## src/design/stc_pkg.sv

```systemverilog
package stc_pkg;

   // default longest string or atom kept, in bytes
   localparam int MAX_TOKEN_LENGTH_DEF = 512;

   // field widths
   localparam int BYTE_W  = 8;
   localparam int DEPTH_W = 16;
   localparam int LEN_W   = 10;
   localparam int KIND_W  = 3;

   // result queue depth (room for one two-word item behind a waiting word)
   localparam int QDEPTH = 3;

   // characters with a meaning of their own
   localparam logic [7:0] CHAR_OPEN  = 8'h28;
   localparam logic [7:0] CHAR_CLOSE = 8'h29;
   localparam logic [7:0] CHAR_QUOTE = 8'h22;
   localparam logic [7:0] CHAR_LF    = 8'd10;

   // result kinds
   typedef enum logic [KIND_W-1:0] {
      KIND_OPEN    = 3'd0,
      KIND_CLOSE   = 3'd1,
      KIND_STRING  = 3'd2,
      KIND_INTEGER = 3'd3,
      KIND_FLOAT   = 3'd4,
      KIND_SYMBOL  = 3'd5,
      KIND_BYTE    = 3'd6
   } kind_type;

   // integer matcher states
   typedef enum logic [1:0] {
      I_START = 2'd0,
      I_SIGN  = 2'd1,
      I_DIG   = 2'd2,
      I_DEAD  = 2'd3
   } int_state_type;

   // float matcher states (strtod grammar)
   typedef enum logic [4:0] {
      F_START, F_SIGN, F_ZERO, F_DINT, F_DOTNODIG, F_DFRAC, F_EXP, F_EXPSIGN,
      F_EXPDIG, F_HEX0, F_HEXINT, F_HEXDOTNODIG, F_HEXFRAC, F_PEXP, F_PEXPSIGN,
      F_PEXPDIG, F_I, F_IN, F_INF, F_INFI, F_INFIN, F_INFINI, F_INFINIT,
      F_INFINITY, F_N, F_NA, F_NAN, F_DEAD
   } flt_state_type;

   // one result word
   typedef struct packed {
      kind_type                   kind;
      logic signed [DEPTH_W-1:0]  depth;
      logic [BYTE_W-1:0]          content_byte;
      logic [LEN_W-1:0]           token_length;
      logic                       last;
   } rsp_type;

   // queue status toward the input side
   typedef struct packed {
      logic [1:0] count;
      logic       space2;
   } q_status_type;

   // float matcher ends in an accepting state
   function automatic logic float_accepts(flt_state_type s);
      return s == F_ZERO || s == F_DINT || s == F_DFRAC || s == F_EXPDIG ||
             s == F_HEXINT || s == F_HEXFRAC || s == F_PEXPDIG ||
             s == F_INF || s == F_INFINITY || s == F_NAN;
   endfunction

   // c whitespace
   function automatic logic is_ws(logic [7:0] b);
      return b == 8'd32 || (b >= 8'd9 && b <= 8'd13);
   endfunction

endpackage

```

## src/design/stc_class.sv

```systemverilog
module stc_class (
   input  logic [7:0]             data_byte,
   input  stc_pkg::int_state_type int_s,
   input  stc_pkg::flt_state_type flt_s,
   output stc_pkg::int_state_type int_nx,
   output stc_pkg::flt_state_type flt_nx
);
   import stc_pkg::*;

   logic [7:0]    b;
   logic          d;
   logic          h;
   logic          sg;
   flt_state_type start_nx;
   flt_state_type dint_nx;

   // lower-case the byte and class it
   always_comb begin
      b  = (data_byte >= 8'h41 && data_byte <= 8'h5a) ? (data_byte | 8'h20) : data_byte;
      d  = b >= 8'h30 && b <= 8'h39;
      h  = d || (b >= 8'h61 && b <= 8'h66);
      sg = b == 8'h2b || b == 8'h2d;
   end

   // integer matcher
   always_comb begin
      priority if (int_s == I_START && sg) begin
         int_nx = I_SIGN;
      end else if (int_s != I_DEAD && d) begin
         int_nx = I_DIG;
      end else begin
         int_nx = I_DEAD;
      end
   end

   // shared arms of the float matcher
   always_comb begin
      priority if (b == 8'h30) start_nx = F_ZERO;
      else if (d)             start_nx = F_DINT;
      else if (b == 8'h2e)    start_nx = F_DOTNODIG;
      else if (b == 8'h69)    start_nx = F_I;
      else if (b == 8'h6e)    start_nx = F_N;
      else                    start_nx = F_DEAD;

      priority if (d)         dint_nx = F_DINT;
      else if (b == 8'h2e)    dint_nx = F_DFRAC;
      else if (b == 8'h65)    dint_nx = F_EXP;
      else                    dint_nx = F_DEAD;
   end

   // float matcher
   always_comb begin
      unique case (flt_s)
         F_START:       flt_nx = sg ? F_SIGN : start_nx;
         F_SIGN:        flt_nx = start_nx;
         F_ZERO:        flt_nx = (b == 8'h78) ? F_HEX0 : dint_nx;
         F_DINT:        flt_nx = dint_nx;
         F_DOTNODIG:    flt_nx = d ? F_DFRAC : F_DEAD;
         F_DFRAC:       flt_nx = d ? F_DFRAC : (b == 8'h65) ? F_EXP : F_DEAD;
         F_EXP:         flt_nx = sg ? F_EXPSIGN : d ? F_EXPDIG : F_DEAD;
         F_EXPSIGN,
         F_EXPDIG:      flt_nx = d ? F_EXPDIG : F_DEAD;
         F_HEX0:        flt_nx = h ? F_HEXINT : (b == 8'h2e) ? F_HEXDOTNODIG : F_DEAD;
         F_HEXINT:      flt_nx = h ? F_HEXINT : (b == 8'h2e) ? F_HEXFRAC :
                                 (b == 8'h70) ? F_PEXP : F_DEAD;
         F_HEXDOTNODIG: flt_nx = h ? F_HEXFRAC : F_DEAD;
         F_HEXFRAC:     flt_nx = h ? F_HEXFRAC : (b == 8'h70) ? F_PEXP : F_DEAD;
         F_PEXP:        flt_nx = sg ? F_PEXPSIGN : d ? F_PEXPDIG : F_DEAD;
         F_PEXPSIGN,
         F_PEXPDIG:     flt_nx = d ? F_PEXPDIG : F_DEAD;
         F_I:           flt_nx = (b == 8'h6e) ? F_IN : F_DEAD;
         F_IN:          flt_nx = (b == 8'h66) ? F_INF : F_DEAD;
         F_INF:         flt_nx = (b == 8'h69) ? F_INFI : F_DEAD;
         F_INFI:        flt_nx = (b == 8'h6e) ? F_INFIN : F_DEAD;
         F_INFIN:       flt_nx = (b == 8'h69) ? F_INFINI : F_DEAD;
         F_INFINI:      flt_nx = (b == 8'h74) ? F_INFINIT : F_DEAD;
         F_INFINIT:     flt_nx = (b == 8'h79) ? F_INFINITY : F_DEAD;
         F_N:           flt_nx = (b == 8'h61) ? F_NA : F_DEAD;
         F_NA:          flt_nx = (b == 8'h6e) ? F_NAN : F_DEAD;
         default:       flt_nx = F_DEAD;
      endcase
   end

endmodule

```

## src/design/stc_scan.sv

```systemverilog
module stc_scan #(
   parameter int MAX_TOKEN_LENGTH = stc_pkg::MAX_TOKEN_LENGTH_DEF
) (
   input  logic            clock,
   input  logic            reset,
   input  logic            advance,
   input  logic [7:0]      data_byte,
   input  logic            end_of_input,
   output stc_pkg::rsp_type res0,
   output stc_pkg::rsp_type res1,
   output logic [1:0]      res_count
);
   import stc_pkg::*;

   localparam int CountWidth = $clog2(MAX_TOKEN_LENGTH + 1);
   localparam logic [CountWidth-1:0] CountMax = CountWidth'(MAX_TOKEN_LENGTH);

   typedef enum logic [1:0] {
      MODE_IDLE   = 2'd0,
      MODE_ATOM   = 2'd1,
      MODE_STRING = 2'd2
   } mode_type;

   mode_type                  mode_ff, mode_in;
   logic signed [DEPTH_W-1:0] depth_ff, depth_in;
   logic [CountWidth-1:0]     count_ff, count_in;
   int_state_type             int_ff, int_in;
   flt_state_type             flt_ff, flt_in;

   int_state_type             cls_int_s, cls_int_nx;
   flt_state_type             cls_flt_s, cls_flt_nx;

   logic                      ws, is_open, is_close, is_quote, term, room;
   logic                      cont_atom, do_idle, new_atom, fin_atom, lead_valid;
   logic                      idle_valid;
   rsp_type                   atom_tok, string_tok, byte_tok, lead, idle_res;

   // byte classes and the decisions for this word
   always_comb begin
      ws        = is_ws(data_byte);
      is_open   = data_byte == CHAR_OPEN;
      is_close  = data_byte == CHAR_CLOSE;
      is_quote  = data_byte == CHAR_QUOTE;
      term      = ws || is_open || is_close;
      room      = count_ff < CountMax;
      cont_atom = !end_of_input && mode_ff == MODE_ATOM && !term && room;
      fin_atom  = mode_ff == MODE_ATOM && (end_of_input || !cont_atom);
      do_idle   = !end_of_input && (mode_ff == MODE_IDLE || fin_atom);
      new_atom  = do_idle && !is_open && !is_close && !is_quote && !ws;
   end

   // matchers start over on the first byte of an atom
   assign cls_int_s = new_atom ? I_START : int_ff;
   assign cls_flt_s = new_atom ? F_START : flt_ff;

   stc_class u_class (
      .data_byte (data_byte),
      .int_s     (cls_int_s),
      .flt_s     (cls_flt_s),
      .int_nx    (cls_int_nx),
      .flt_nx    (cls_flt_nx)
   );

   // token words
   always_comb begin
      atom_tok              = '0;
      atom_tok.kind         = (int_ff == I_DIG) ? KIND_INTEGER :
                              float_accepts(flt_ff) ? KIND_FLOAT : KIND_SYMBOL;
      atom_tok.token_length = LEN_W'(count_ff);
      string_tok              = '0;
      string_tok.kind         = KIND_STRING;
      string_tok.token_length = LEN_W'(count_ff);
      byte_tok              = '0;
      byte_tok.kind         = KIND_BYTE;
      byte_tok.content_byte = data_byte;
   end

   // results and next state
   always_comb begin
      mode_in    = mode_ff;
      depth_in   = depth_ff;
      count_in   = count_ff;
      int_in     = int_ff;
      flt_in     = flt_ff;
      lead       = '0;
      lead_valid = 1'b0;
      idle_res   = '0;
      idle_valid = 1'b0;

      // word while inside a token or at end of input
      if (end_of_input) begin
         mode_in = MODE_IDLE;
         if (mode_ff == MODE_ATOM) begin
            lead       = atom_tok;
            lead_valid = 1'b1;
         end else if (mode_ff == MODE_STRING) begin
            lead       = string_tok;
            lead_valid = 1'b1;
         end
      end else if (mode_ff == MODE_STRING) begin
         lead_valid = 1'b1;
         if (!is_quote && room) begin
            count_in = count_ff + 1'b1;
            lead     = byte_tok;
         end else begin
            lead    = string_tok;
            mode_in = MODE_IDLE;
         end
      end else if (cont_atom) begin
         count_in   = count_ff + 1'b1;
         int_in     = cls_int_nx;
         flt_in     = cls_flt_nx;
         lead       = byte_tok;
         lead_valid = 1'b1;
      end else if (fin_atom) begin
         lead       = atom_tok;
         lead_valid = 1'b1;
         mode_in    = MODE_IDLE;
      end

      // byte seen between tokens
      if (do_idle) begin
         if (is_open) begin
            if (depth_ff != 16'sh7fff) depth_in = depth_ff + 16'sd1;
            idle_res.kind  = KIND_OPEN;
            idle_res.depth = depth_in;
            idle_valid     = 1'b1;
         end else if (is_close) begin
            if (depth_ff != -16'sh8000) depth_in = depth_ff - 16'sd1;
            idle_res.kind  = KIND_CLOSE;
            idle_res.depth = depth_in;
            idle_valid     = 1'b1;
         end else if (is_quote) begin
            mode_in  = MODE_STRING;
            count_in = '0;
         end else if (new_atom) begin
            mode_in    = MODE_ATOM;
            count_in   = CountWidth'(1);
            int_in     = cls_int_nx;
            flt_in     = cls_flt_nx;
            idle_res   = byte_tok;
            idle_valid = 1'b1;
         end
      end

      // pack into up to two words, mark the final one
      res0      = lead_valid ? lead : idle_res;
      res1      = idle_res;
      res_count = {1'b0, lead_valid} + {1'b0, idle_valid};
      if (lead_valid && idle_valid) begin
         res1.last = 1'b1;
      end else begin
         res0.last = 1'b1;
      end
   end

   // tokenizer state
   always_ff @(posedge clock) begin
      if (reset) begin
         mode_ff  <= MODE_IDLE;
         depth_ff <= '0;
         count_ff <= '0;
         int_ff   <= I_START;
         flt_ff   <= F_START;
      end else if (advance) begin
         mode_ff  <= mode_in;
         depth_ff <= depth_in;
         count_ff <= count_in;
         int_ff   <= int_in;
         flt_ff   <= flt_in;
      end
   end

endmodule

```

## src/design/stc_queue.sv

```systemverilog
module stc_queue (
   input  logic                  clock,
   input  logic                  reset,
   input  logic [1:0]            push_count,
   input  stc_pkg::rsp_type      push0,
   input  stc_pkg::rsp_type      push1,
   input  logic                  pop_ready,
   output stc_pkg::rsp_type      head,
   output stc_pkg::q_status_type status
);
   import stc_pkg::*;

   rsp_type    entry_ff [QDEPTH];
   rsp_type    entry_in [QDEPTH];
   logic [1:0] cnt_ff, cnt_in;
   logic       pop;
   logic [1:0] base;

   // pop the head, then append behind what remains
   always_comb begin
      pop           = (cnt_ff != 2'd0) && pop_ready;
      base          = cnt_ff - {1'b0, pop};
      status.count  = cnt_ff;
      status.space2 = base <= 2'd1;
      cnt_in        = base + push_count;
      for (int i = 0; i < QDEPTH; i++) begin
         if (pop && i < QDEPTH - 1) entry_in[i] = entry_ff[i+1];
         else                       entry_in[i] = entry_ff[i];
         if (push_count != 2'd0 && 2'(i) == base)        entry_in[i] = push0;
         if (push_count == 2'd2 && 2'(i) == base + 2'd1) entry_in[i] = push1;
      end
   end

   assign head = entry_ff[0];

   // word storage
   always_ff @(posedge clock) begin
      for (int i = 0; i < QDEPTH; i++) begin
         entry_ff[i] <= entry_in[i];
      end
   end

   // fill count
   always_ff @(posedge clock) begin
      if (reset) begin
         cnt_ff <= '0;
      end else begin
         cnt_ff <= cnt_in;
      end
   end

endmodule

```

## src/design/sexpr_token_classifier.sv

```systemverilog
// channel  dir  tdata                                     tuser             tlast
// req_     in   [7:0] data_byte                           [0] end_of_input  -
// rsp_     out  [15:0] depth, [23:16] content_byte,       [2:0] kind        last
//               [33:24] token_length, rest zero
//
// One byte per cycle when the queue has room: a byte is registered, tokenized by
// the scan logic and its zero, one or two result words go into a three-word queue.
// Sustained rate is one byte per cycle while each byte gives at most one word and
// rsp_tready stays high; a byte that gives two words sends them as two rsp_ transfers.
// Reset clears tokenizer state, the input register valid and the queue count.
// A stalled rsp_ side backs up into the queue and then into req_tready.
module sexpr_token_classifier #(
   parameter int MAX_TOKEN_LENGTH = stc_pkg::MAX_TOKEN_LENGTH_DEF
) (
   input  logic        clock,
   input  logic        reset,
   input  logic        req_tvalid,
   output logic        req_tready,
   input  logic [7:0]  req_tdata,    // [7:0] data_byte
   input  logic [0:0]  req_tuser,    // [0] end_of_input
   output logic        rsp_tvalid,
   input  logic        rsp_tready,
   output logic [39:0] rsp_tdata,    // [15:0] depth, [23:16] content_byte, [33:24] token_length
   output logic [2:0]  rsp_tuser,    // [2:0] kind
   output logic        rsp_tlast     // last
);
   import stc_pkg::*;

   logic         in_valid_ff, in_valid_in;
   logic [7:0]   in_byte_ff;
   logic         in_eoi_ff;
   logic         advance;
   rsp_type      res0, res1, head;
   logic [1:0]   res_count;
   q_status_type q_status;

   // input register moves on when the queue has room for two words
   assign advance     = in_valid_ff && q_status.space2;
   assign req_tready  = !in_valid_ff || advance;
   assign in_valid_in = (req_tvalid && req_tready) || (in_valid_ff && !advance);

   always_ff @(posedge clock) begin
      if (reset) begin
         in_valid_ff <= 1'b0;
      end else begin
         in_valid_ff <= in_valid_in;
      end
   end

   // input word payload
   always_ff @(posedge clock) begin
      if (req_tvalid && req_tready) begin
         in_byte_ff <= req_tdata;
         in_eoi_ff  <= req_tuser[0];
      end
   end

   stc_scan #(
      .MAX_TOKEN_LENGTH (MAX_TOKEN_LENGTH)
   ) u_scan (
      .clock        (clock),
      .reset        (reset),
      .advance      (advance),
      .data_byte    (in_byte_ff),
      .end_of_input (in_eoi_ff),
      .res0         (res0),
      .res1         (res1),
      .res_count    (res_count)
   );

   stc_queue u_queue (
      .clock      (clock),
      .reset      (reset),
      .push_count (advance ? res_count : 2'd0),
      .push0      (res0),
      .push1      (res1),
      .pop_ready  (rsp_tready),
      .head       (head),
      .status     (q_status)
   );

   // result word packing
   assign rsp_tvalid = q_status.count != 2'd0;
   assign rsp_tdata  = {6'd0, head.token_length, head.content_byte, head.depth};
   assign rsp_tuser  = head.kind;
   assign rsp_tlast  = head.last;

   // queue never overfills
   assert property (@(posedge clock) disable iff (reset)
      q_status.count <= 2'(QDEPTH))
      else $error("result queue overfilled");

   // a byte is only taken when two words fit behind the drain
   assert property (@(posedge clock) disable iff (reset)
      advance |=> q_status.count <= 2'(QDEPTH))
      else $error("queue count out of range after push");

   // the second word of a pair is already queued when the first leaves
   assert property (@(posedge clock) disable iff (reset)
      (rsp_tvalid && rsp_tready && !rsp_tlast) |=> rsp_tvalid)
      else $error("first word of a pair left without its partner");

   // a held input word blocks new input
   assert property (@(posedge clock) disable iff (reset)
      (in_valid_ff && !q_status.space2) |-> !req_tready)
      else $error("input accepted while scan stage stalled");

endmodule
```

## config.mk

```make
export PLATFORM = sky130hd
export DESIGN_NAME = sexpr_token_classifier
export DESIGN_NICKNAME = d
export VERILOG_FILES = /design/src/design/stc_pkg.sv /design/src/design/stc_class.sv /design/src/design/stc_scan.sv /design/src/design/stc_queue.sv /design/src/design/sexpr_token_classifier.sv
export SDC_FILE = /design/constraint.sdc
export NUM_CORES = 1
export LEC_CHECK = 0
export ABC_AREA = 1
export BUFFER_PORTS_ARGS = -buffer_cell sky130_fd_sc_hd__buf_2
export CAP_MARGIN = 20
export CELL_PAD_IN_SITES_DETAIL_PLACEMENT = 0
export CELL_PAD_IN_SITES_GLOBAL_PLACEMENT = 2
export CORE_MARGIN = 10
export CORE_UTILIZATION = 31
export CTS_CLUSTER_DIAMETER = 30
export DETAILED_ROUTE_END_ITERATION = 8
export PLACE_DENSITY_LB_ADDON = 0.1
export SYNTH_ARGS = -nofsm -noshare
export SYNTH_HDL_FRONTEND = slang
export SYNTH_HIERARCHICAL = 1
export SYNTH_SLANG_ARGS = --single-unit
```

## constraint.sdc

```tcl
create_clock -name clock -period 12.5 [get_ports clock]
set_input_delay 0 -clock clock [delete_from_list [all_inputs] [get_ports clock]]
set_output_delay 0 -clock clock [all_outputs]
set_load 0.005 [all_outputs]
```

==> results of run 1 <==
==> power groups by stage <==
| stage | Clock [mW] | Sequential, mW | Combinational [mW] |
|---|---|---|---|
| final | 0.524 | 0.785 | 0.760 |
| after global routing | 0.560 | 0.797 | 0.845 |
| after CTS | 0.539 | 0.789 | 0.758 |
| after detailed placement | 0 | 0.799 | 0.755 |
| after global placement | 0 | 0.798 | 0.765 |
| after floorplan | 0 | 0.790 | 0.557 |
==> cells by family after synthesis <==
| kind of cell | count (synthesis) |
|---|---|
| XOR/XNOR | 18 |
| AND/OR/NAND/NOR | 969 |
| AO/OA/AOI/OAI | 167 |
| buffers and inverters | 373 |
| other | 2 |
| flip-flops | 161 |
| adder cells (fa/ha/maj) | 7 |
==> registers in the layout, indices dropped and copies added, names as in the netlist, 2 cells and up <==
| register | cells |
|---|---|
| in_byte_ff | 8 |
| u_queue/cnt_ff | 2 |
| u_queue/entry_ff | 114 |
| u_scan/count_ff | 10 |
| u_scan/depth_ff | 16 |
| u_scan/flt_ff | 5 |
| u_scan/int_ff | 2 |
| u_scan/mode_ff | 2 |
==> metal layers <==
metal / global-route usage [%] / wire length [µm] / vias up
li1: - / - / 5499
met1: 22.8 / 18600 / 5103
met2: 27.1 / 18700 / 242
met3: 2.74 / 1820 / 26
met4: 4.54 / 465 / 0
met5: 0 / 0 / -
==> cells in the mapped netlist, types with 26 or more instances <==
| cell type | number | share of area, % |
|---|---|---|
| nand4_1 | 62 | 3.2 |
| o21ai_0 | 31 | 1.3 |
| buf_4 | 64 | 4.0 |
| a21oi_1 | 77 | 3.2 |
| buf_2 | 44 | 1.8 |
| dfxtp_1 | 38 | 6.4 |
| nor3_1 | 28 | 1.2 |
| clkbuf_1 | 26 | 0.81 |
| inv_1 | 204 | 6.4 |
| nand3_1 | 300 | 13 |
| nand2_1 | 316 | 9.9 |
| edfxtp_1 | 123 | 31 |
| nor2_1 | 196 | 6.1 |
==> worst paths after layout <==
path | depth (start not counted) | slack [ns] | start | to
setup / recovery | 13 | 7.87 | u_scan/mode_ff[1]$_SDFFE_PP0P_ | u_queue/entry_ff[0][90]$_DFFE_PP_
hold / removal | 2 | 0.26 | req_tdata[5] | in_byte_ff[5]$_DFFE_PP_
setup reg to reg | 13 | 7.87 | u_scan/mode_ff[1]$_SDFFE_PP0P_ | u_queue/entry_ff[0][90]$_DFFE_PP_
hold reg to reg | 2 | 0.48 | u_scan/count_ff[8]$_SDFFE_PP0P_ | u_scan/count_ff[8]$_SDFFE_PP0P_
==> final cells by class <==
type,count,area share (%)
multi-input combinational,1177,45.5
timing repair buffer,80,4.04
clock buffer,19,3.36
tap,511,4.96
clock inverter,13,0.990
inverter,226,6.61
sequential,161,34.5
==> cells in the final DEF (no fill, tap or decap), types with 10 or more instances in the layout <==
| cell | instances |
|---|---|
| inv_2 | 18 |
| nor3_1 | 28 |
| nor2_1 | 194 |
| nor2_2 | 12 |
| buf_2 | 52 |
| o21ai_0 | 31 |
| nand3_2 | 10 |
| a21oi_1 | 77 |
| nand2_2 | 13 |
| xor2_1 | 17 |
| nand4_1 | 62 |
| nand2_1 | 313 |
| edfxtp_1 | 123 |
| o21ai_1 | 25 |
| buf_4 | 15 |
| nand3_1 | 297 |
| dlygate4sd3_1 | 12 |
| dfxtp_1 | 38 |
| conb_1 | 16 |
| clkbuf_16 | 17 |
| inv_1 | 204 |
| nor3_2 | 10 |
==> stage by stage <==
| step | util, % | cells | hold WS (ns) |
|---|---|---|---|
| floorplan | - | 1711 | 0.0624 |
| global placement | 32.1 | 2142 | 0.179 |
| detailed placement | 32.1 | 2142 | 0.178 |
| CTS | 33.9 | 2186 | 0.240 |
| global route | 34.0 | 2187 | 0.258 |
| finish | 34.0 | 2187 | 0.263 |
==> timing repair <==
item,CTS,global route
buffers inserted,0,0
endpoints found under the hold margin,22,0
hold buffers,12,0
gates resized for setup,0,0
==> results.ini, run 1 <==
[floorplan]
core_mm2=0.0379
die_h_um=217
num_io_pins=59
die_x_um=217
dieArea_mm2=0.0469
start_util_pct=31.6
rows=71

[drt]
route.detailed.drc=0
drt_iter0_markers=840
wirelength_mm=39.6
wl_per_cell_um=18.1
vias_per_cell=4.97
drtAntennaViolNets=0
vias=10900
first_pass_iters=5

[synth]
ys_seq_area_share_pct=37.2
synthAdderAreaFrac_pct=0.731
netlist_area_mm2=0.0120
synth.area.mux_share_pct=0
yosys.area_share.simple_pct=38.1
ys_ff_latch=161
synth.avg_cell_area_um2=7.06
synth_cell_type_count=52
synthCells=1697
synth_top_family_by_area=simple AND/OR/NAND/NOR gates
synth_compound_area_share_pct=8.00
synth_edf_count=123
synthArstFlopShare_pct=0
ys.flop_type=edfxtp_1
synth_xor_area_share_pct=1.32
yosysWarnings=6

[clocking]
cts_sinks=161
clock_path_buffers=2
cts-htree-levels=4
clk-insertion-delay-late_ns=0.45
root_buffer=clkbuf_16
numCtsBuffers=17
tritoncts=built
clk_pin_slew_ns=0.07

[critical_path]
cp_top_family=buffers and inverters
crit_arrival_ns=4.80
path_buf_inv=6
cp_data_required_time_ns=12.67
cp_slowest_cell=clkinv_1
crit_path_end_kind=flip-flop
crit_fanout=76
setup.worst_path.start_class=flip-flop
critPathKind=flip-flop to flip-flop
cp_cell_sequence=inv_2 > nand2_1 > inv_1 > nor2_2 > clkinv_1 > ha_1 > inv_1 > nor2_1 > nor3_4 > buf_4 > nand2_2 > buf_4 > a21oi_1
cp_slowest_stage_delay_ns=0.76

[pwr]
swShare_pct=41.4
power_frac_seq_pct=37.9
p_int_mw=1.21
switching_power_mw=0.858
power.share.clock_pct=25.3
p_comb_share_pct=36.7
power_density_mw_per_mm2=161
peakVddDrop_v=0.000139
total_power_mw=2.07
p_leak_nw=5.71

[place]
place.gp.congestion=0.848
place_area_mm2=0.0122
hpwl_mm=27.5
io_buffers=52
dp_slack_ns=7.84

[global_routing]
grt_pass1_vias=10500
grt_pass1_wl_mm=62.2
grt_max_degree=83
grtUsageTotal_pct=16.8
antenna_found_initial=0
grt_overflow=0

[timing]
rsz0062_at_grt=false
timing_max_transition_violations_final=0
hold_viol=0
worstMarginPinSlew_ns=1.11
fin_crit_ns=4.63
fin_tns_setup_ns=0
fin_skew_ns=0.0117
post-route-period-util_pct=37.0
slew_headroom_pct=25.7
clock.fmax_ghz=0.216
fin_ws_ns=7.87
setup_viol=0

[layout]
final_layout_size_suffix_gt1_share_pct=12.0
fillers=4145
fin_area_mm2=0.0129
antennaDiodeCount=0
synthToLayoutAreaGrowth_pct=7.66
multi_input_area_mm2=0.00587
final_nets=1683
register_area_mm2=0.00445

[hold_path]
min_path_type=input port to flip-flop

[outcome]
status=finished, final reports clean

[run]
cap_violations=0

No activity file was read; power rests on OpenSTA's default activity.
==> inputs of run 2 (changes only) <==
- clock period: 12.5 -> 4.5 ns (I/O delays scaled with it)
==> run 2 against run 1 <==
Final cell count is 0.69% higher. Maximum frequency up 17%. Clock power grew to 2.7 times the previous value. Power rose to 2.8 times the previous value. Setup slack got worse by 7.3 ns.
==> results.ini, run 2 (synthesis gave the netlist of run 1 again) <==
[critical_path]
cp_top_family=simple AND/OR/NAND/NOR gates  ; was buffers and inverters
cp_data_required_time_ns=4.82  ; was 12.67 ns
critPathKind=flip-flop to flip-flop  ; unchanged
cp_slowest_cell=edfxtp_1  ; was clkinv_1
crit_arrival_ns=4.30  ; was 4.80 ns
crit_fanout=16  ; was 76
cp_cell_sequence=nor2_2 > inv_1 > nor2_2 > o21ai_4 > nand3_4 > nand2_4 > nor2_4 > inv_2 > buf_4 > nand2_1 > inv_1 > nor2_1 > nand2_1 > a21oi_1 > nor2_1 > nand2_1 > nand2_1 > nor3_1 > nand3_1 > nor2_1 > nand4_1 > o21ai_1 > nor2_1  ; was inv_2 > nand2_1 > inv_1 > nor2_2 > clkinv_1 > ha_1 > inv_1 > nor2_1 > nor3_4 > buf_4 > nand2_2 > buf_4 > a21oi_1
setup.worst_path.start_class=flip-flop  ; unchanged
crit_path_end_kind=flip-flop  ; unchanged
path_buf_inv=4  ; was 6
cp_slowest_stage_delay_ns=0.57  ; was 0.76 ns

[timing]
fin_tns_setup_ns=0  ; unchanged
post-route-period-util_pct=88.3  ; was 37.0%
rsz0062_at_grt=false  ; unchanged
setup_viol=0  ; unchanged
hold_viol=0  ; unchanged
timing_max_transition_violations_final=0  ; unchanged
fin_skew_ns=0.0116  ; was 0.0117 ns
fin_crit_ns=3.97  ; was 4.63 ns
slew_headroom_pct=31.0  ; was 25.7%
clock.fmax_ghz=0.252  ; was 0.216 GHz
worstMarginPinSlew_ns=1.03  ; was 1.11 ns

[drt]
first_pass_iters=5  ; unchanged
dr_wl_met3_mm=1.57  ; was 1.82 mm
wl_met2_mm=19.0  ; was 18.7 mm
met1_length_mm=19.4  ; was 18.6 mm
wirelength_mm=40.5  ; was 39.6 mm
route.detailed.drc=0  ; unchanged
drtAntennaViolNets=0  ; unchanged
dr.max_layer_used=met4  ; unchanged
vias=11000  ; was 10900
drt_iter0_markers=777  ; was 840
vias_per_cell=5.00  ; was 4.97
wl_per_cell_um=18.4  ; was 18.1 µm

[floorplan]
die_x_um=217  ; unchanged
num_io_pins=59  ; unchanged
core_mm2=0.0379  ; unchanged
die_h_um=217  ; unchanged
start_util_pct=31.6  ; unchanged
dieArea_mm2=0.0469  ; unchanged
rows=71  ; unchanged

[run]
cap_violations=0  ; unchanged

[layout]
final_layout_size_suffix_gt1_share_pct=12.8  ; was 12.0%
final_nets=1699  ; was 1683
synthToLayoutAreaGrowth_pct=8.55  ; was 7.66%
largest_reg_flops=114  ; unchanged
largest-register=u_queue/entry_ff  ; unchanged
fin_cells=2202  ; was 2187
layout_common_cells=313 x nand2_1, 297 x nand3_1, 204 x inv_1  ; unchanged
layout_commonest_cell=nand2_1  ; unchanged
largestRegisters=u_queue/entry_ff x114, u_scan/depth_ff x16, u_scan/count_ff x10  ; unchanged
antennaDiodeCount=0  ; unchanged

[global_routing]
grt_pass1_wl_mm=63.4  ; was 62.2 mm
grt_max_degree=93  ; was 83
grt_pass1_vias=10600  ; was 10500
grt_overflow=0  ; unchanged
grtUsageTotal_pct=17.2  ; was 16.8%
antenna_found_initial=0  ; unchanged

[pwr]
peakVddDrop_v=0.000289  ; was 0.000139 V
p_leak_nw=5.77  ; was 5.71 nW
p_int_mw=3.39  ; was 1.21 mW
switching_power_mw=2.39  ; was 0.858 mW
total_power_mw=5.78  ; was 2.07 mW
swShare_pct=41.4  ; about the same
p_comb_share_pct=38.1  ; was 36.7%
power_density_mw_per_mm2=445  ; was 161 mW/mm²
power.share.clock_pct=24.3  ; was 25.3%
power_frac_seq_pct=37.7  ; was 37.9%

[place]
io_buffers=52  ; unchanged
hpwl_mm=27.6  ; was 27.5 mm
place.gp.congestion=0.838  ; was 0.848
dp_cells=2160  ; was 2142

[clocking]
clk_pin_slew_ns=0.07  ; about the same
clk-insertion-delay-late_ns=0.44  ; was 0.45 ns
cts_sinks=161  ; unchanged
root_buffer=clkbuf_16  ; unchanged
cts-htree-levels=4  ; unchanged
clock_path_buffers=2  ; unchanged
tritoncts=built  ; unchanged
numCtsBuffers=17  ; unchanged

[outcome]
status=finished, final reports clean  ; unchanged

[hold_path]
min_path_type=input port to flip-flop  ; unchanged

## run 2: layout make-up
cell class / count / area [µm²]
well taps: 511 / 639
multi-input cells: 1177 / 5870
flip-flops and latches: 161 / 4450
inverters: 226 / 852
fillers: 4118 / 24900
repair buffers: 96 / 643
clock inverters: 13 / 115
clock buffers: 18 / 429
## run 2: final timing paths
kind,from,endpoint,slack (ns),cells after the start
worst min-delay path,req_tdata[7],in_byte_ff[7]$_DFFE_PP_,0.28,2
worst max-delay path,in_byte_ff[1]$_DFFE_PP_,u_scan/flt_ff[3]$_SDFFE_PP0P_,0.53,23
worst min register to register,u_scan/count_ff[8]$_SDFFE_PP0P_,u_scan/count_ff[8]$_SDFFE_PP0P_,0.48,2
worst max register to register,in_byte_ff[1]$_DFFE_PP_,u_scan/flt_ff[3]$_SDFFE_PP0P_,0.53,23
## run 2: worst reg2reg max path: cells and delay by family (launching register included)
| kind | cells | cell delay, ns |
|---|---|---|
| AOI/OAI and AO/OA | 3 | 0.50 |
| DFF | 1 | 0.57 |
| and+or+nand+nor | 16 | 2.39 |
| buffers and inverters | 4 | 0.38 |
## run 2: repair_timing
action                                 CTS  global route
hold buffers                            11             0
endpoints found under the hold margin   16             0
resized for setup                        0             0
setup endpoints to repair                0             0
buffers inserted                         0             0
## run 2: power by group through the flow
stage	sequential, mW	clock [mW]	combinational [mW]
final	2.18	1.40	2.20
after global routing	2.21	1.52	2.44
after CTS	2.18	1.46	2.23
after detailed placement	2.21	0	2.21
after global placement	2.21	0	2.23
after floorplan	2.20	0	1.55
## run 2: per-stage QoR
step	worst slack [ns]	instance area, µm²	hold WS, ns	utilization (%)
finish	0.526	13000	0.275	34.3
global route	0.113	13000	0.271	34.3
CTS	0.498	13000	0.247	34.3
detailed placement	0.524	12300	0.179	32.5
global placement	0.485	12300	0.181	32.5
floorplan	0.260	12000	0.0624	-
## run 2: routing by layer
metal	global-route usage (%)	vias to the layer above
met5	0	-
met2	27.8	228
met3	2.53	30
met1	23.5	5235
met4	4.19	0
li1	-	5520
==> inputs of run 3 (changes only) <==
--- a/config.mk
+++ b/config.mk
@@ -16,4 +16,5 @@
 export DETAILED_ROUTE_END_ITERATION = 8
 export PLACE_DENSITY_LB_ADDON = 0.1
+export SLEW_MARGIN = 40
 export SYNTH_ARGS = -nofsm -noshare
 export SYNTH_HDL_FRONTEND = slang
==> constraint.sdc (replaced) <==
create_clock -name clock -period 4.5 [get_ports clock]
set_input_delay 0 -clock clock [delete_from_list [all_inputs] [get_ports clock]]
set_output_delay 0 -clock clock [all_outputs]
set_load 0.01 [all_outputs]
==> run 3 against run 2 <==
Flip-flop and latch count is the same. Via count barely moved. Core utilization increased by 0.17 points. Combinational power up 3%.
==> results.ini, run 3 (synthesis gave the netlist of run 1 again) <==
[outcome]
status=finished, final reports clean  ; unchanged

[critical_path]
path_buf_inv=4  ; unchanged
cp_top_family=simple AND/OR/NAND/NOR gates  ; unchanged
r2r-start=in_byte_ff[0]$_DFFE_PP_  ; was in_byte_ff[1]$_DFFE_PP_
cp_data_required_time_ns=4.83  ; was 4.82 ns
r2r_slack_ns=0.55  ; was 0.53 ns
crit_arrival_ns=4.28  ; was 4.30 ns
critPathKind=flip-flop to flip-flop  ; unchanged
cp_slowest_cell=edfxtp_1  ; unchanged
crit_fanout=16  ; unchanged
r2r_cells=23  ; unchanged
cp_cell_sequence=nor2_2 > inv_1 > nor2_2 > o21ai_4 > nand3_4 > nand2_4 > nor2_4 > inv_2 > buf_4 > nand2_1 > inv_1 > nor2_1 > nand2_1 > a21oi_1 > nor2_1 > nand2_1 > nand2_1 > nor3_1 > nand3_1 > nor2_1 > nand4_1 > o21ai_1 > nor2_1  ; unchanged
setup.worst_path.start_class=flip-flop  ; unchanged
crit_path_end_kind=flip-flop  ; unchanged
cp_slowest_stage_delay_ns=0.56  ; was 0.57 ns
r2r-end=u_scan/flt_ff[3]$_SDFFE_PP0P_  ; unchanged

[clocking]
clock_path_buffers=2  ; unchanged
cts_sinks=161  ; unchanged
post_cts_resized=0  ; unchanged
numCtsBuffers=17  ; unchanged
cts-htree-levels=4  ; unchanged
post_cts_buffers=0  ; unchanged
clk-insertion-delay-late_ns=0.45  ; was 0.44 ns
cts-hold-fix-buffers=11  ; unchanged
tritoncts=built  ; unchanged
root_buffer=clkbuf_16  ; unchanged
clk_pin_slew_ns=0.07  ; about the same

[timing]
fin_skew_ns=0.0118  ; was 0.0116 ns
setup_viol=0  ; unchanged
slew_headroom_pct=46.7  ; was 31.0%
rsz0062_at_grt=false  ; unchanged
clock.fmax_ghz=0.253  ; was 0.252 GHz
post-route-period-util_pct=87.8  ; was 88.3%
timing_max_transition_violations_final=0  ; unchanged
fin_ws_ns=0.548  ; was 0.526 ns
worstMarginPinSlew_ns=0.798  ; was 1.03 ns
hold_viol=0  ; unchanged
fin_crit_ns=3.95  ; was 3.97 ns
fin_tns_setup_ns=0  ; unchanged

[layout]
fin_area_mm2=0.0131  ; was 0.0130 mm²
largestRegisters=u_queue/entry_ff x114, u_scan/depth_ff x16, u_scan/count_ff x10  ; unchanged
largest-register=u_queue/entry_ff  ; unchanged
synthToLayoutAreaGrowth_pct=9.09  ; was 8.55%
fin_cells=2203  ; was 2202
layout_common_cells=313 x nand2_1, 297 x nand3_1, 204 x inv_1  ; unchanged
antennaDiodeCount=0  ; unchanged
final_nets=1699  ; unchanged
layout_commonest_cell=nand2_1  ; unchanged
largest_reg_flops=114  ; unchanged
fillers=4112  ; was 4118
final_layout_size_suffix_gt1_share_pct=12.9  ; was 12.8%

[hold_path]
min_from=req_tdata[6]  ; was req_tdata[7]
min_path_type=input port to flip-flop  ; unchanged
holdPathEnd=in_byte_ff[6]$_DFFE_PP_  ; was in_byte_ff[7]$_DFFE_PP_
hold_depth=2  ; unchanged

[floorplan]
num_io_pins=59  ; unchanged
dieArea_mm2=0.0469  ; unchanged
die_x_um=217  ; unchanged
die_h_um=217  ; unchanged
core_mm2=0.0379  ; unchanged
rows=71  ; unchanged
start_util_pct=31.6  ; unchanged

[drt]
wirelength_mm=40.5  ; about the same
drt_iter0_markers=874  ; was 777
drtAntennaViolNets=0  ; unchanged
first_pass_iters=5  ; unchanged
wl_per_cell_um=18.4  ; about the same
route.detailed.drc=0  ; unchanged
vias_per_cell=5.00  ; about the same
vias=11000  ; about the same

[global_routing]
antenna_found_initial=0  ; unchanged
grt_pass1_wl_mm=63.1  ; was 63.4 mm
grt_pass1_vias=10500  ; was 10600
grt_overflow=0  ; unchanged
grt_max_degree=93  ; unchanged
grtUsageTotal_pct=17.1  ; was 17.2%

[place]
place.gp.congestion=0.838  ; unchanged
io_buffers=52  ; unchanged
place_area_mm2=0.0124  ; was 0.0123 mm²
dp_cells=2160  ; unchanged
hpwl_mm=27.6  ; about the same
dp_slack_ns=0.513  ; was 0.524 ns

[run]
cap_violations=0  ; unchanged

[pwr]
power_density_mw_per_mm2=457  ; was 445 mW/mm²
peakVddDrop_v=0.000300  ; was 0.000289 V
p_leak_nw=5.80  ; was 5.77 nW

-- run 3: routing by layer --
metal / vias up / GRT usage, % / share of wire, %
met2: 249 / 27.4 / 47
met3: 34 / 2.58 / 4.6
met1: 5202 / 23.6 / 47
li1: 5526 / - / -
met5: - / 0 / 0
met4: 0 / 4.45 / 1.3
-- run 3: worst reg2reg max path, stage by stage (launching register included) --
cell and delay, ns:
edfxtp_1 0.56, nor2_2 0.20, inv_1 0.06, nor2_2 0.14
o21ai_4 0.10, nand3_4 0.16, nand2_4 0.11, nor2_4 0.29
inv_2 0.06, buf_4 0.21, nand2_1 0.08, inv_1 0.07
nor2_1 0.38, nand2_1 0.17, a21oi_1 0.23, nor2_1 0.07
nand2_1 0.07, nand2_1 0.08, nor3_1 0.16, nand3_1 0.09
nor2_1 0.13, nand4_1 0.18, o21ai_1 0.18, nor2_1 0.05
-- run 3: worst max-delay path by stage --
stage / from / depth (start not counted) / endpoint
3_5_place_dp: in_byte_ff[5]$_DFFE_PP_ / 24 / u_scan/flt_ff[3]$_SDFFE_PP0P_
4_1_cts: in_byte_ff[0]$_DFFE_PP_ / 23 / u_scan/flt_ff[3]$_SDFFE_PP0P_
5_1_grt: in_byte_ff[4]$_DFFE_PP_ / 25 / u_scan/flt_ff[1]$_SDFFE_PP0P_
6_report: in_byte_ff[0]$_DFFE_PP_ / 23 / u_scan/flt_ff[3]$_SDFFE_PP0P_
2_1_floorplan: in_byte_ff[1]$_DFFE_PP_ / 17 / u_queue/entry_ff[0][0]$_DFFE_PP_
3_3_place_gp: in_byte_ff[1]$_DFFE_PP_ / 23 / u_scan/flt_ff[3]$_SDFFE_PP0P_
-- run 3: report_power, final --
part	internal, mW	total [mW]	switching (mW)
registers	2.07	2.18	0.112
logic	0.571	2.26	1.69
clock network	0.874	1.53	0.659
total	3.51	5.97	2.46
-- run 3: area by class of cell --
class                   count  area [µm²]  share of cell area, %
multi-input cells        1177        5880                   45.0
flip-flops and latches    161        4450                   34.1
inverters                 226         852                   6.52
repair buffers             96         647                   4.95
well taps                 511         639                   4.89
clock buffers              19         433                   3.31
clock inverters            13         161                   1.24
-- run 3: metrics by stage --
stage / hold slack [ns] / total power, mW / utilization [%]
global route: 0.257 / 6.35 / 34.4
detailed placement: 0.179 / 4.48 / 32.6
global placement: 0.181 / 4.50 / 32.5
CTS: 0.241 / 6.06 / 34.4
floorplan: 0.0624 / 3.80 / -
finish: 0.256 / 5.97 / 34.4
